===== config.mk =====
export PLATFORM = sky130hd
export DESIGN_NAME = mandelbrot_orbit_period_finder
export DESIGN_NICKNAME = d
export VERILOG_FILES = /design/src/rtl/core/mopf_pkg.sv /design/src/rtl/core/mopf_datapath.sv /design/src/rtl/core/mopf_ctrl.sv /design/src/rtl/core/mandelbrot_orbit_period_finder.sv
export SDC_FILE = /design/constraint.sdc
export NUM_CORES = 2
export LEC_CHECK = 0
export ABC_AREA = 1
export BUFFER_PORTS_ARGS = -buffer_cell sky130_fd_sc_hd__buf_2
export CORE_MARGIN = 5
export CORE_UTILIZATION = 63
export CTS_CLUSTER_DIAMETER = 60
export DETAILED_ROUTE_END_ITERATION = 8
export PLACE_DENSITY = 0.8
export SKIP_LAST_GASP = 1
export SLEW_MARGIN = 0
export SYNTH_ARGS = -nofsm -noshare
export SYNTH_HDL_FRONTEND = slang
export SYNTH_SLANG_ARGS = --single-unit

===== constraint.sdc =====
create_clock -name clk -period 12.01 [get_ports clk]
set_input_delay 3.0025 -clock clk [delete_from_list [all_inputs] [get_ports clk]]
set_output_delay 3.0025 -clock clk [all_outputs]
set_load 0.005 [all_outputs]

===== src/rtl/core/mopf_pkg.sv =====
// ----------------------------------------------------------------------------
// mopf_pkg
// Types and fixed-point constants of the orbit period finder.
// ----------------------------------------------------------------------------
package mopf_pkg;

  localparam int VALUE_W = 32;
  localparam int FRAC_W  = 28;
  localparam int ITER_W  = 16;
  localparam int PROD_W  = 2 * VALUE_W;
  // floored square, next z, squared-magnitude sum
  localparam int FLR_W   = PROD_W - FRAC_W;
  localparam int NEXT_W  = FLR_W + 2;
  localparam int SUM_W   = PROD_W + 1;

  localparam logic [SUM_W-1:0]  ESC_LIMIT    = SUM_W'(1) << (2 * FRAC_W + 2);
  localparam logic [ITER_W-1:0] MAX_ITER_RST = ITER_W'(5000);

  typedef enum logic [2:0] {
    OP_IDLE,
    OP_MUL_XX,
    OP_MUL_YY,
    OP_MUL_XY,
    OP_MUL_NX,
    OP_MUL_NY,
    OP_FINISH
  } dp_op_t;

  typedef enum logic [3:0] {
    ST_IDLE,
    ST_TEST,
    ST_MUL_XX,
    ST_MUL_YY,
    ST_MUL_XY,
    ST_MUL_NX,
    ST_MUL_NY,
    ST_FINISH,
    ST_CMP,
    ST_DONE
  } ctl_state_t;

  typedef struct packed {
    dp_op_t op;
    logic   sel_hare;
    logic   load;
    logic   save_meet;
    logic   out_load;
    logic   out_found;
  } mopf_cmd_t;

  typedef struct packed {
    logic escape;
    logic meet;
    logic recur;
  } mopf_sts_t;

endpackage


===== src/rtl/core/mopf_datapath.sv =====
// ----------------------------------------------------------------------------
// mopf_datapath
// Orbit registers, shared 32x32 multiplier and escape test for z <- z*z + c.
// ----------------------------------------------------------------------------
module mopf_datapath (
  input  logic                                clk,
  input  mopf_pkg::mopf_cmd_t                 cmd,
  output mopf_pkg::mopf_sts_t                 sts,
  input  logic signed [mopf_pkg::VALUE_W-1:0] c_real,
  input  logic signed [mopf_pkg::VALUE_W-1:0] c_imag,
  output logic signed [mopf_pkg::VALUE_W-1:0] cycle_real,
  output logic signed [mopf_pkg::VALUE_W-1:0] cycle_imag
);

  logic signed [mopf_pkg::VALUE_W-1:0] cx_r, cy_r;
  logic signed [mopf_pkg::VALUE_W-1:0] tx_r, ty_r, hx_r, hy_r, mx_r, my_r;
  logic signed [mopf_pkg::VALUE_W-1:0] out_real_r, out_imag_r;
  logic signed [mopf_pkg::PROD_W-1:0]  prod_r, prod_nxt;
  logic signed [mopf_pkg::FLR_W-1:0]   xx_r;
  logic signed [mopf_pkg::NEXT_W-1:0]  nx_r, ny_r;
  logic        [mopf_pkg::PROD_W-1:0]  sq_r;

  logic signed [mopf_pkg::VALUE_W-1:0] cur_x, cur_y, mul_a, mul_b;
  logic signed [mopf_pkg::NEXT_W-1:0]  nx_nxt, ny_nxt;
  logic        [mopf_pkg::SUM_W-1:0]   mag_sum;
  logic        [mopf_pkg::NEXT_W-mopf_pkg::VALUE_W:0] nx_top, ny_top;
  logic                                fits;

  assign cur_x = cmd.sel_hare ? hx_r : tx_r;
  assign cur_y = cmd.sel_hare ? hy_r : ty_r;

  always_comb begin
    mul_a = '0;
    mul_b = '0;
    case (cmd.op)
      mopf_pkg::OP_MUL_XX: begin
        mul_a = cur_x;
        mul_b = cur_x;
      end
      mopf_pkg::OP_MUL_YY: begin
        mul_a = cur_y;
        mul_b = cur_y;
      end
      mopf_pkg::OP_MUL_XY: begin
        mul_a = cur_x;
        mul_b = cur_y;
      end
      mopf_pkg::OP_MUL_NX: begin
        mul_a = $signed(nx_r[mopf_pkg::VALUE_W-1:0]);
        mul_b = $signed(nx_r[mopf_pkg::VALUE_W-1:0]);
      end
      mopf_pkg::OP_MUL_NY: begin
        mul_a = $signed(ny_r[mopf_pkg::VALUE_W-1:0]);
        mul_b = $signed(ny_r[mopf_pkg::VALUE_W-1:0]);
      end
      default: begin
        mul_a = '0;
        mul_b = '0;
      end
    endcase
  end

  assign prod_nxt = mul_a * mul_b;

  // floor(x*x) - floor(y*y) + cx, with y*y sitting in the product register
  assign nx_nxt = mopf_pkg::NEXT_W'(xx_r)
                - mopf_pkg::NEXT_W'($signed(prod_r[mopf_pkg::PROD_W-1:mopf_pkg::FRAC_W]))
                + mopf_pkg::NEXT_W'(cx_r);
  // floor(2*x*y) + cy
  assign ny_nxt = mopf_pkg::NEXT_W'($signed(prod_r[mopf_pkg::PROD_W-1:mopf_pkg::FRAC_W-1]))
                + mopf_pkg::NEXT_W'(cy_r);

  assign nx_top = nx_r[mopf_pkg::NEXT_W-1:mopf_pkg::VALUE_W-1];
  assign ny_top = ny_r[mopf_pkg::NEXT_W-1:mopf_pkg::VALUE_W-1];
  assign fits   = ((&nx_top) || !(|nx_top)) && ((&ny_top) || !(|ny_top));

  // squares are never negative, so both terms add as unsigned
  assign mag_sum = mopf_pkg::SUM_W'(sq_r) + mopf_pkg::SUM_W'($unsigned(prod_r));

  always_comb begin
    sts.escape = !fits || (mag_sum > mopf_pkg::ESC_LIMIT);
    sts.meet   = (tx_r == hx_r) && (ty_r == hy_r);
    sts.recur  = (tx_r == mx_r) && (ty_r == my_r);
  end

  always_ff @(posedge clk) begin
    prod_r <= prod_nxt;
    if (cmd.load) begin
      cx_r <= c_real;
      cy_r <= c_imag;
      tx_r <= '0;
      ty_r <= '0;
      hx_r <= '0;
      hy_r <= '0;
    end
    case (cmd.op)
      mopf_pkg::OP_MUL_YY: xx_r <= $signed(prod_r[mopf_pkg::PROD_W-1:mopf_pkg::FRAC_W]);
      mopf_pkg::OP_MUL_XY: nx_r <= nx_nxt;
      mopf_pkg::OP_MUL_NX: ny_r <= ny_nxt;
      mopf_pkg::OP_MUL_NY: sq_r <= $unsigned(prod_r);
      mopf_pkg::OP_FINISH: begin
        if (cmd.sel_hare) begin
          hx_r <= $signed(nx_r[mopf_pkg::VALUE_W-1:0]);
          hy_r <= $signed(ny_r[mopf_pkg::VALUE_W-1:0]);
        end else begin
          tx_r <= $signed(nx_r[mopf_pkg::VALUE_W-1:0]);
          ty_r <= $signed(ny_r[mopf_pkg::VALUE_W-1:0]);
        end
      end
      default: begin
      end
    endcase
    if (cmd.save_meet) begin
      mx_r <= tx_r;
      my_r <= ty_r;
    end
    if (cmd.out_load) begin
      out_real_r <= cmd.out_found ? mx_r : '0;
      out_imag_r <= cmd.out_found ? my_r : '0;
    end
  end

  assign cycle_real = out_real_r;
  assign cycle_imag = out_imag_r;

endmodule


===== src/rtl/core/mopf_ctrl.sv =====
// ----------------------------------------------------------------------------
// mopf_ctrl
// Sequencer for detection rounds and period measurement, limit register,
// handshakes and result flags.
// ----------------------------------------------------------------------------
module mopf_ctrl (
  input  logic                               clk,
  input  logic                               rst_n,
  input  logic                               in_valid,
  output logic                               in_stall,
  output logic                               out_valid,
  input  logic                               out_stall,
  output logic                               out_found,
  output logic [mopf_pkg::ITER_W-1:0]        out_period,
  input  logic                               cfg_valid,
  output logic                               cfg_ready,
  input  logic [mopf_pkg::ITER_W-1:0]        cfg_max_iterations,
  output mopf_pkg::mopf_cmd_t                cmd,
  input  mopf_pkg::mopf_sts_t                sts
);

  mopf_pkg::ctl_state_t state_r, state_nxt;

  logic [mopf_pkg::ITER_W-1:0] max_iter_r, max_iter_nxt;
  logic [mopf_pkg::ITER_W-1:0] cnt_r, cnt_nxt;
  logic [1:0]                  step_idx_r, step_idx_nxt;
  logic                        measuring_r, measuring_nxt;
  logic                        hit_r, hit_nxt;
  logic                        out_valid_r, out_valid_nxt;
  logic                        out_found_r, out_found_nxt;
  logic [mopf_pkg::ITER_W-1:0] out_period_r, out_period_nxt;

  logic in_take, out_free;

  assign in_take  = in_valid && (state_r == mopf_pkg::ST_IDLE);
  assign out_free = !out_valid_r || !out_stall;

  // next state
  always_comb begin
    state_nxt = state_r;
    case (state_r)
      mopf_pkg::ST_IDLE:   if (in_valid) state_nxt = mopf_pkg::ST_TEST;
      mopf_pkg::ST_TEST: begin
        if (cnt_r >= max_iter_r) state_nxt = mopf_pkg::ST_DONE;
        else state_nxt = mopf_pkg::ST_MUL_XX;
      end
      mopf_pkg::ST_MUL_XX: state_nxt = mopf_pkg::ST_MUL_YY;
      mopf_pkg::ST_MUL_YY: state_nxt = mopf_pkg::ST_MUL_XY;
      mopf_pkg::ST_MUL_XY: state_nxt = mopf_pkg::ST_MUL_NX;
      mopf_pkg::ST_MUL_NX: state_nxt = mopf_pkg::ST_MUL_NY;
      mopf_pkg::ST_MUL_NY: state_nxt = mopf_pkg::ST_FINISH;
      mopf_pkg::ST_FINISH: begin
        if (sts.escape) state_nxt = mopf_pkg::ST_DONE;
        else if (measuring_r || step_idx_r == 2'd2) state_nxt = mopf_pkg::ST_CMP;
        else state_nxt = mopf_pkg::ST_MUL_XX;
      end
      mopf_pkg::ST_CMP: begin
        if (measuring_r && sts.recur) state_nxt = mopf_pkg::ST_DONE;
        else state_nxt = mopf_pkg::ST_TEST;
      end
      mopf_pkg::ST_DONE:   if (out_free) state_nxt = mopf_pkg::ST_IDLE;
      default:             state_nxt = mopf_pkg::ST_IDLE;
    endcase
  end

  // counters, flags and result word
  always_comb begin
    max_iter_nxt   = max_iter_r;
    cnt_nxt        = cnt_r;
    step_idx_nxt   = step_idx_r;
    measuring_nxt  = measuring_r;
    hit_nxt        = hit_r;
    out_valid_nxt  = out_valid_r && out_stall;
    out_found_nxt  = out_found_r;
    out_period_nxt = out_period_r;
    if (cfg_valid && cfg_ready) max_iter_nxt = cfg_max_iterations;
    case (state_r)
      mopf_pkg::ST_IDLE: begin
        if (in_valid) begin
          cnt_nxt       = '0;
          measuring_nxt = 1'b0;
          hit_nxt       = 1'b0;
        end
      end
      mopf_pkg::ST_TEST: step_idx_nxt = 2'd0;
      mopf_pkg::ST_FINISH: begin
        if (!sts.escape) begin
          if (measuring_r || step_idx_r == 2'd2) cnt_nxt = cnt_r + 1'b1;
          else step_idx_nxt = step_idx_r + 1'b1;
        end
      end
      mopf_pkg::ST_CMP: begin
        if (measuring_r) begin
          if (sts.recur) hit_nxt = 1'b1;
        end else if (sts.meet) begin
          measuring_nxt = 1'b1;
          cnt_nxt       = '0;
        end
      end
      mopf_pkg::ST_DONE: begin
        if (out_free) begin
          out_valid_nxt  = 1'b1;
          out_found_nxt  = hit_r;
          out_period_nxt = hit_r ? cnt_r : '0;
        end
      end
      default: begin
      end
    endcase
  end

  // datapath commands and handshake outputs
  always_comb begin
    cmd.op        = mopf_pkg::OP_IDLE;
    cmd.sel_hare  = !measuring_r && (step_idx_r != 2'd0);
    cmd.load      = in_take;
    cmd.save_meet = (state_r == mopf_pkg::ST_CMP) && !measuring_r && sts.meet;
    cmd.out_load  = (state_r == mopf_pkg::ST_DONE) && out_free;
    cmd.out_found = hit_r;
    case (state_r)
      mopf_pkg::ST_MUL_XX: cmd.op = mopf_pkg::OP_MUL_XX;
      mopf_pkg::ST_MUL_YY: cmd.op = mopf_pkg::OP_MUL_YY;
      mopf_pkg::ST_MUL_XY: cmd.op = mopf_pkg::OP_MUL_XY;
      mopf_pkg::ST_MUL_NX: cmd.op = mopf_pkg::OP_MUL_NX;
      mopf_pkg::ST_MUL_NY: cmd.op = mopf_pkg::OP_MUL_NY;
      mopf_pkg::ST_FINISH: cmd.op = mopf_pkg::OP_FINISH;
      default:             cmd.op = mopf_pkg::OP_IDLE;
    endcase
    in_stall  = (state_r != mopf_pkg::ST_IDLE);
    cfg_ready = (state_r == mopf_pkg::ST_IDLE);
  end

  always_ff @(posedge clk) begin
    if (!rst_n) begin
      state_r      <= mopf_pkg::ST_IDLE;
      max_iter_r   <= mopf_pkg::MAX_ITER_RST;
      cnt_r        <= '0;
      step_idx_r   <= '0;
      measuring_r  <= 1'b0;
      hit_r        <= 1'b0;
      out_valid_r  <= 1'b0;
    end else begin
      state_r      <= state_nxt;
      max_iter_r   <= max_iter_nxt;
      cnt_r        <= cnt_nxt;
      step_idx_r   <= step_idx_nxt;
      measuring_r  <= measuring_nxt;
      hit_r        <= hit_nxt;
      out_valid_r  <= out_valid_nxt;
    end
  end

  always_ff @(posedge clk) begin
    out_found_r  <= out_found_nxt;
    out_period_r <= out_period_nxt;
  end

  assign out_valid  = out_valid_r;
  assign out_found  = out_found_r;
  assign out_period = out_period_r;

endmodule


===== src/rtl/core/mandelbrot_orbit_period_finder.sv =====
// each detection round runs a limit test, three orbit steps (tortoise, then hare twice) and
// a compare, each period step a limit test, one orbit step and a compare; the result is then
// loaded into the output register, after a last limit test when a limit runs out; the load also
// waits while a result sits on out_stall; each orbit step uses the one shared 32x32 multiplier
// (5 products per step); one word at a time, the next taken once the result is in the output
// register, even while that result waits on out_stall; reset: rst_n sync, sets max_iterations 5000
// ----------------------------------------------------------------------------
// mandelbrot_orbit_period_finder
// Finds the period of the orbit of z <- z*z + c by tortoise and hare search.
// ----------------------------------------------------------------------------
module mandelbrot_orbit_period_finder (
  input  logic                                clk,
  input  logic                                rst_n,
  input  logic                                in_valid,
  output logic                                in_stall,
  input  logic signed [mopf_pkg::VALUE_W-1:0] in_c_real,
  input  logic signed [mopf_pkg::VALUE_W-1:0] in_c_imag,
  output logic                                out_valid,
  input  logic                                out_stall,
  output logic                                out_found,
  output logic [mopf_pkg::ITER_W-1:0]         out_period,
  output logic signed [mopf_pkg::VALUE_W-1:0] out_cycle_real,
  output logic signed [mopf_pkg::VALUE_W-1:0] out_cycle_imag,
  input  logic                                cfg_valid,
  output logic                                cfg_ready,
  input  logic [mopf_pkg::ITER_W-1:0]         cfg_max_iterations
);

  mopf_pkg::mopf_cmd_t cmd;
  mopf_pkg::mopf_sts_t sts;

  mopf_ctrl u_ctrl (
    .clk                (clk),
    .rst_n              (rst_n),
    .in_valid           (in_valid),
    .in_stall           (in_stall),
    .out_valid          (out_valid),
    .out_stall          (out_stall),
    .out_found          (out_found),
    .out_period         (out_period),
    .cfg_valid          (cfg_valid),
    .cfg_ready          (cfg_ready),
    .cfg_max_iterations (cfg_max_iterations),
    .cmd                (cmd),
    .sts                (sts)
  );

  mopf_datapath u_dp (
    .clk        (clk),
    .cmd        (cmd),
    .sts        (sts),
    .c_real     (in_c_real),
    .c_imag     (in_c_imag),
    .cycle_real (out_cycle_real),
    .cycle_imag (out_cycle_imag)
  );

endmodule


==> results.md <==
- The average vias per placed instance is ~5.9.
- The proportion of synthesized chip area in sequential cells is about 23%.
- The number of buffer and inverter stages on the critical path is 14.
- The pin count of the biggest net entering global routing is ~130.
- The detailed-route wire length per cell is about 25 µm.
- The count of unresolved DRC violations after routing is 0.
- The cell family contributing the most delay on the critical path is adder cells.
- Summed over all failing endpoints, the final setup total negative slack is 0 ns.
- The required time of the critical path is ~13 ns.
- The initial detailed-routing violation count is about 6,700.
- STA classifies the critical path startpoint as a flip-flop.
- The die is ~340 µm wide.
- Detailed placement finished with a half-perimeter wire length of about 200 mm.
- In the synthesized netlist the async set-or-reset flop fraction comes to 0%.
- The die area is approximately 120,000 µm².
- The predominant post-synthesis flop cell is sky130_fd_sc_hd__edfxtp_1.
- The upper clock frequency limit is 91.6 MHz.
- The flow ran to the end, and the final reports show no timing, DRC or antenna violations.
- The largest total area in the synthesized netlist belongs to sky130_fd_sc_hd__fa_1.
- The critical-path maximum fanout is 39.
- The fraction of final layout cells sized beyond drive strength 1 is between 5 and 6%.
- The insertion delay to the later sink of the worst-skew pair is ~0.66 ns.
- The distinct cell type count of the synthesized netlist is 59.
- The number of antenna violations at the first check in global routing is 14.
- The highest cell delay on the worst timing path is between 0.6 and 0.7 ns.
- The total count of max-transition violations in the final report was 0.
- The worst pin sits at a relative slew slack of ~17%.
- In this run the core area contains 122 standard-cell rows.
- Synthesis produced a netlist with a net count of 9,905.
- The class of the tightest hold or removal check is flip-flop to flip-flop.
- The multi-input logic area is between 40,000 and 50,000 µm².
- The starting density of the core is 63.3%.
- The clock slew seen by the registers of the worst setup and hold paths is roughly 0.06 ns.
- Across every metal layer, demand over resource in global routing totals between 40% and 50%.
- The total wire length is ~250 mm.
- The weighted congestion at the end of routability-driven global placement is around 1.1.
- For this design the ratio of total power to cell area is about 72 nW/µm².
- The most common library cell in the layout ignoring fill and taps is sky130_fd_sc_hd__inv_1.
- The routed layout has approximately 59,000 vias.
- The root buffer cell chosen for the clock tree is sky130_fd_sc_hd__clkbuf_16.
- The reported max-cap violation count is 0.
- After synthesis the cells add up to between 60,000 and 70,000 µm².
- After synthesis the netlist holds a flip-flop and latch count of 618.
- Relative to the synthesized area, the layout overhead comes to 7.53%.
- Across the routed clock network, the largest skew measured is between 0.05 and 0.06 ns.
- The count of nets left with antenna violations after detail routing is 0.
- In the layout the commonest cells are 1,940 x sky130_fd_sc_hd__inv_1, 1,727 x sky130_fd_sc_hd__nand2_1, 1,120 x sky130_fd_sc_hd__fa_1.
- Of the post-synthesis cell area, the dominant cell type holds 32.0%.
- The core occupancy in the finished layout is approximately 70%.
- The global-route congestion overflow total is 0.
- The post-route clock period utilization is between 90 and 100%.
- The core region area is about 110,000 µm².
- Once the clock tree was built, the setup fixing pass inserted 0 buffers.
- The number of synthesized flops with an enable pin is just under 400.
- TritonCTS built the clock tree.
- Hold is met by about 0.45 ns.
- The number of cells upsized or downsized after cts is 0.
- For this run, the post-layout net count is 10,000.
- The floorplan step set the die height to approximately 340 µm.
- In this run, CTS created clock tree buffers numbering 71.
- The first global-routing pass estimated approximately 370 mm of wire.
- The leakage power is between 30 and 40 nW.
- The count of warnings emitted by yosys is 0.
- The most prevalent standard cell on the critical path is sky130_fd_sc_hd__inv_1.
- In this run the number of H-tree levels came out at 3.
- The hold violation total from the final report is 0.
- Setup violations remaining at the end of the flow were counted as 0.
- The synthesized netlist cell count is 8,358.
- STA puts the critical path data arrival time at about 11 ns.
- For the finished layout, the period the worst path requires is 10.91 ns.
- The number of global-route vias before repair is around 60,000.
- Each instance of the synthesized netlist takes up on average between 8 and 9 µm².
- The combined flip-flop and latch cell area is 16,200 µm².
- The first detailed-routing pass took 6 iterations.
- The number of input and output port buffers inserted is roughly 170.
- The clock passes through at most 3 buffers.
- The number of filler cells placed in the layout is 9,115.
- In this run the count of I/O pins placed on the die edge is roughly 170.
- Ranked by total cell area, the synthesized netlist is headed by sky130_fd_sc_hd__fa_1 32%, sky130_fd_sc_hd__edfxtp_1 17%, sky130_fd_sc_hd__inv_1 10%.
- The capturing element type of the critical path is a flip-flop.
- Setup repair after global routing left no endpoint under its margin.
- The worst setup path is of the flip-flop to flip-flop kind.
- The number of clock sinks seen by CTS is between 600 and 700.
- The number of hold-repair buffers added at the cts stage is 0.
- The cell with the biggest individual delay on the critical path is sky130_fd_sc_hd__o21ai_0.
- The maximum ir drop on the vdd rail is approximately 0.10 mV.
- At the pin with the least slew margin, the transition time is ~1.2 ns.
==> power breakdown <==
part	total, mW	internal [mW]	leakage [nW]	switching [mW]
logic	0.810	0.240	29.9	0.570
registers	2.38	2.33	5.55	0.0523
clock network	2.23	1.28	1.17	0.951
==> worst register-to-register path: cells and delay by family (launching register included) <==
| family | cells | cell delay [ns] |
|---|---|---|
| fa+ha+maj | 9 | 4.26 |
| flops | 1 | 0.35 |
| xor+xnor | 1 | 0.20 |
| buf+inv | 14 | 2.90 |
| compound gates | 2 | 0.88 |
| simple gates | 10 | 2.18 |
==> logic make-up (layout without fill, tap and decap cells) <==
family                   count (synthesis)  after routing  synth area share [%]
flip-flops                             618            618                  23.2
buffers and inverters                 2221           2405                  12.0
AND/OR/NAND/NOR                       3047           3047                  17.5
XOR/XNOR                               237            237                  2.97
other                                    0              5                     0
AO/OA/AOI/OAI                          773            773                  6.22
adder cells (fa/ha/maj)               1462           1462                  38.2
==> stage by stage <==
step	total power, mW	setup WS (ns)	instances	instance area [µm²]
final	5.43	1.10	10000	75300
after global routing	5.59	0.641	10000	75200
after CTS	5.41	1.43	10000	75200
after detailed placement	3.19	1.52	9899	72800
after global placement	3.18	1.67	9899	72800
after floorplan	2.91	1.60	8358	70000
==> cell type report <==
type	instances	share of cell area [%]
Timing Repair Buffer	290	2.35
Sequential cell	618	21.6
Antenna cell	5	0.0166
Multi-Input combinational cell	5519	60.5
Clock buffer	84	2.51
Inverter	1984	9.90
Clock inverter	47	0.698
Tap cell	1488	2.47
==> synth_stat cells, drive strengths merged, types with 25 or more instances <==
| cell | n |
|---|---|
| inv | 1956 |
| nor4 | 25 |
| clkinv | 28 |
| fa | 1120 |
| o22ai | 54 |
| nand2 | 1743 |
| clkbuf | 212 |
| a31oi | 31 |
| nor3 | 34 |
| dfxtp | 233 |
| edfxtp | 385 |
| nor2 | 849 |
| o21ai | 292 |
| buf | 25 |
| ha | 342 |
| xnor2 | 70 |
| nand3 | 326 |
| xor2 | 167 |
| a21oi | 281 |
| nand4 | 51 |
==> flip-flops by register name (all words and copies together) (netlist names), 32 cells and up <==
register,flops
u_dp.hy_r,32
u_dp.ny_r,38
u_dp.tx_r,32
u_dp.prod_r,64
u_dp.cycle_imag,32
u_dp.cycle_real,32
u_dp.cx_r,32
u_dp.mx_r,32
u_dp.sq_r,64
u_dp.ty_r,32
u_dp.hx_r,32
u_dp.xx_r,36
u_dp.nx_r,38
u_dp.cy_r,32
u_dp.my_r,32
==> routing by layer <==
metal  GRT usage (%)  routed length, µm
met2            61.9             104000
met5               0                172
met4            27.0              21000
met1            53.8              87600
met3            15.8              36000
==> worst paths after layout <==
check | start | slack (ns) | endpoint | depth (start not counted)
setup / recovery | u_ctrl.state_r[2]$_SDFFE_PN0P_ | 1.10 | u_dp.prod_r[61]$_DFF_P_ | 36
hold / removal | u_dp.prod_r[25]$_DFF_P_ | 0.45 | u_dp.sq_r[25]$_DFFE_PN_ | 0
setup reg to reg | u_ctrl.state_r[2]$_SDFFE_PN0P_ | 1.10 | u_dp.prod_r[61]$_DFF_P_ | 36
hold reg to reg | u_dp.prod_r[25]$_DFF_P_ | 0.45 | u_dp.sq_r[25]$_DFFE_PN_ | 0
Power figures use the tool's default switching activity.
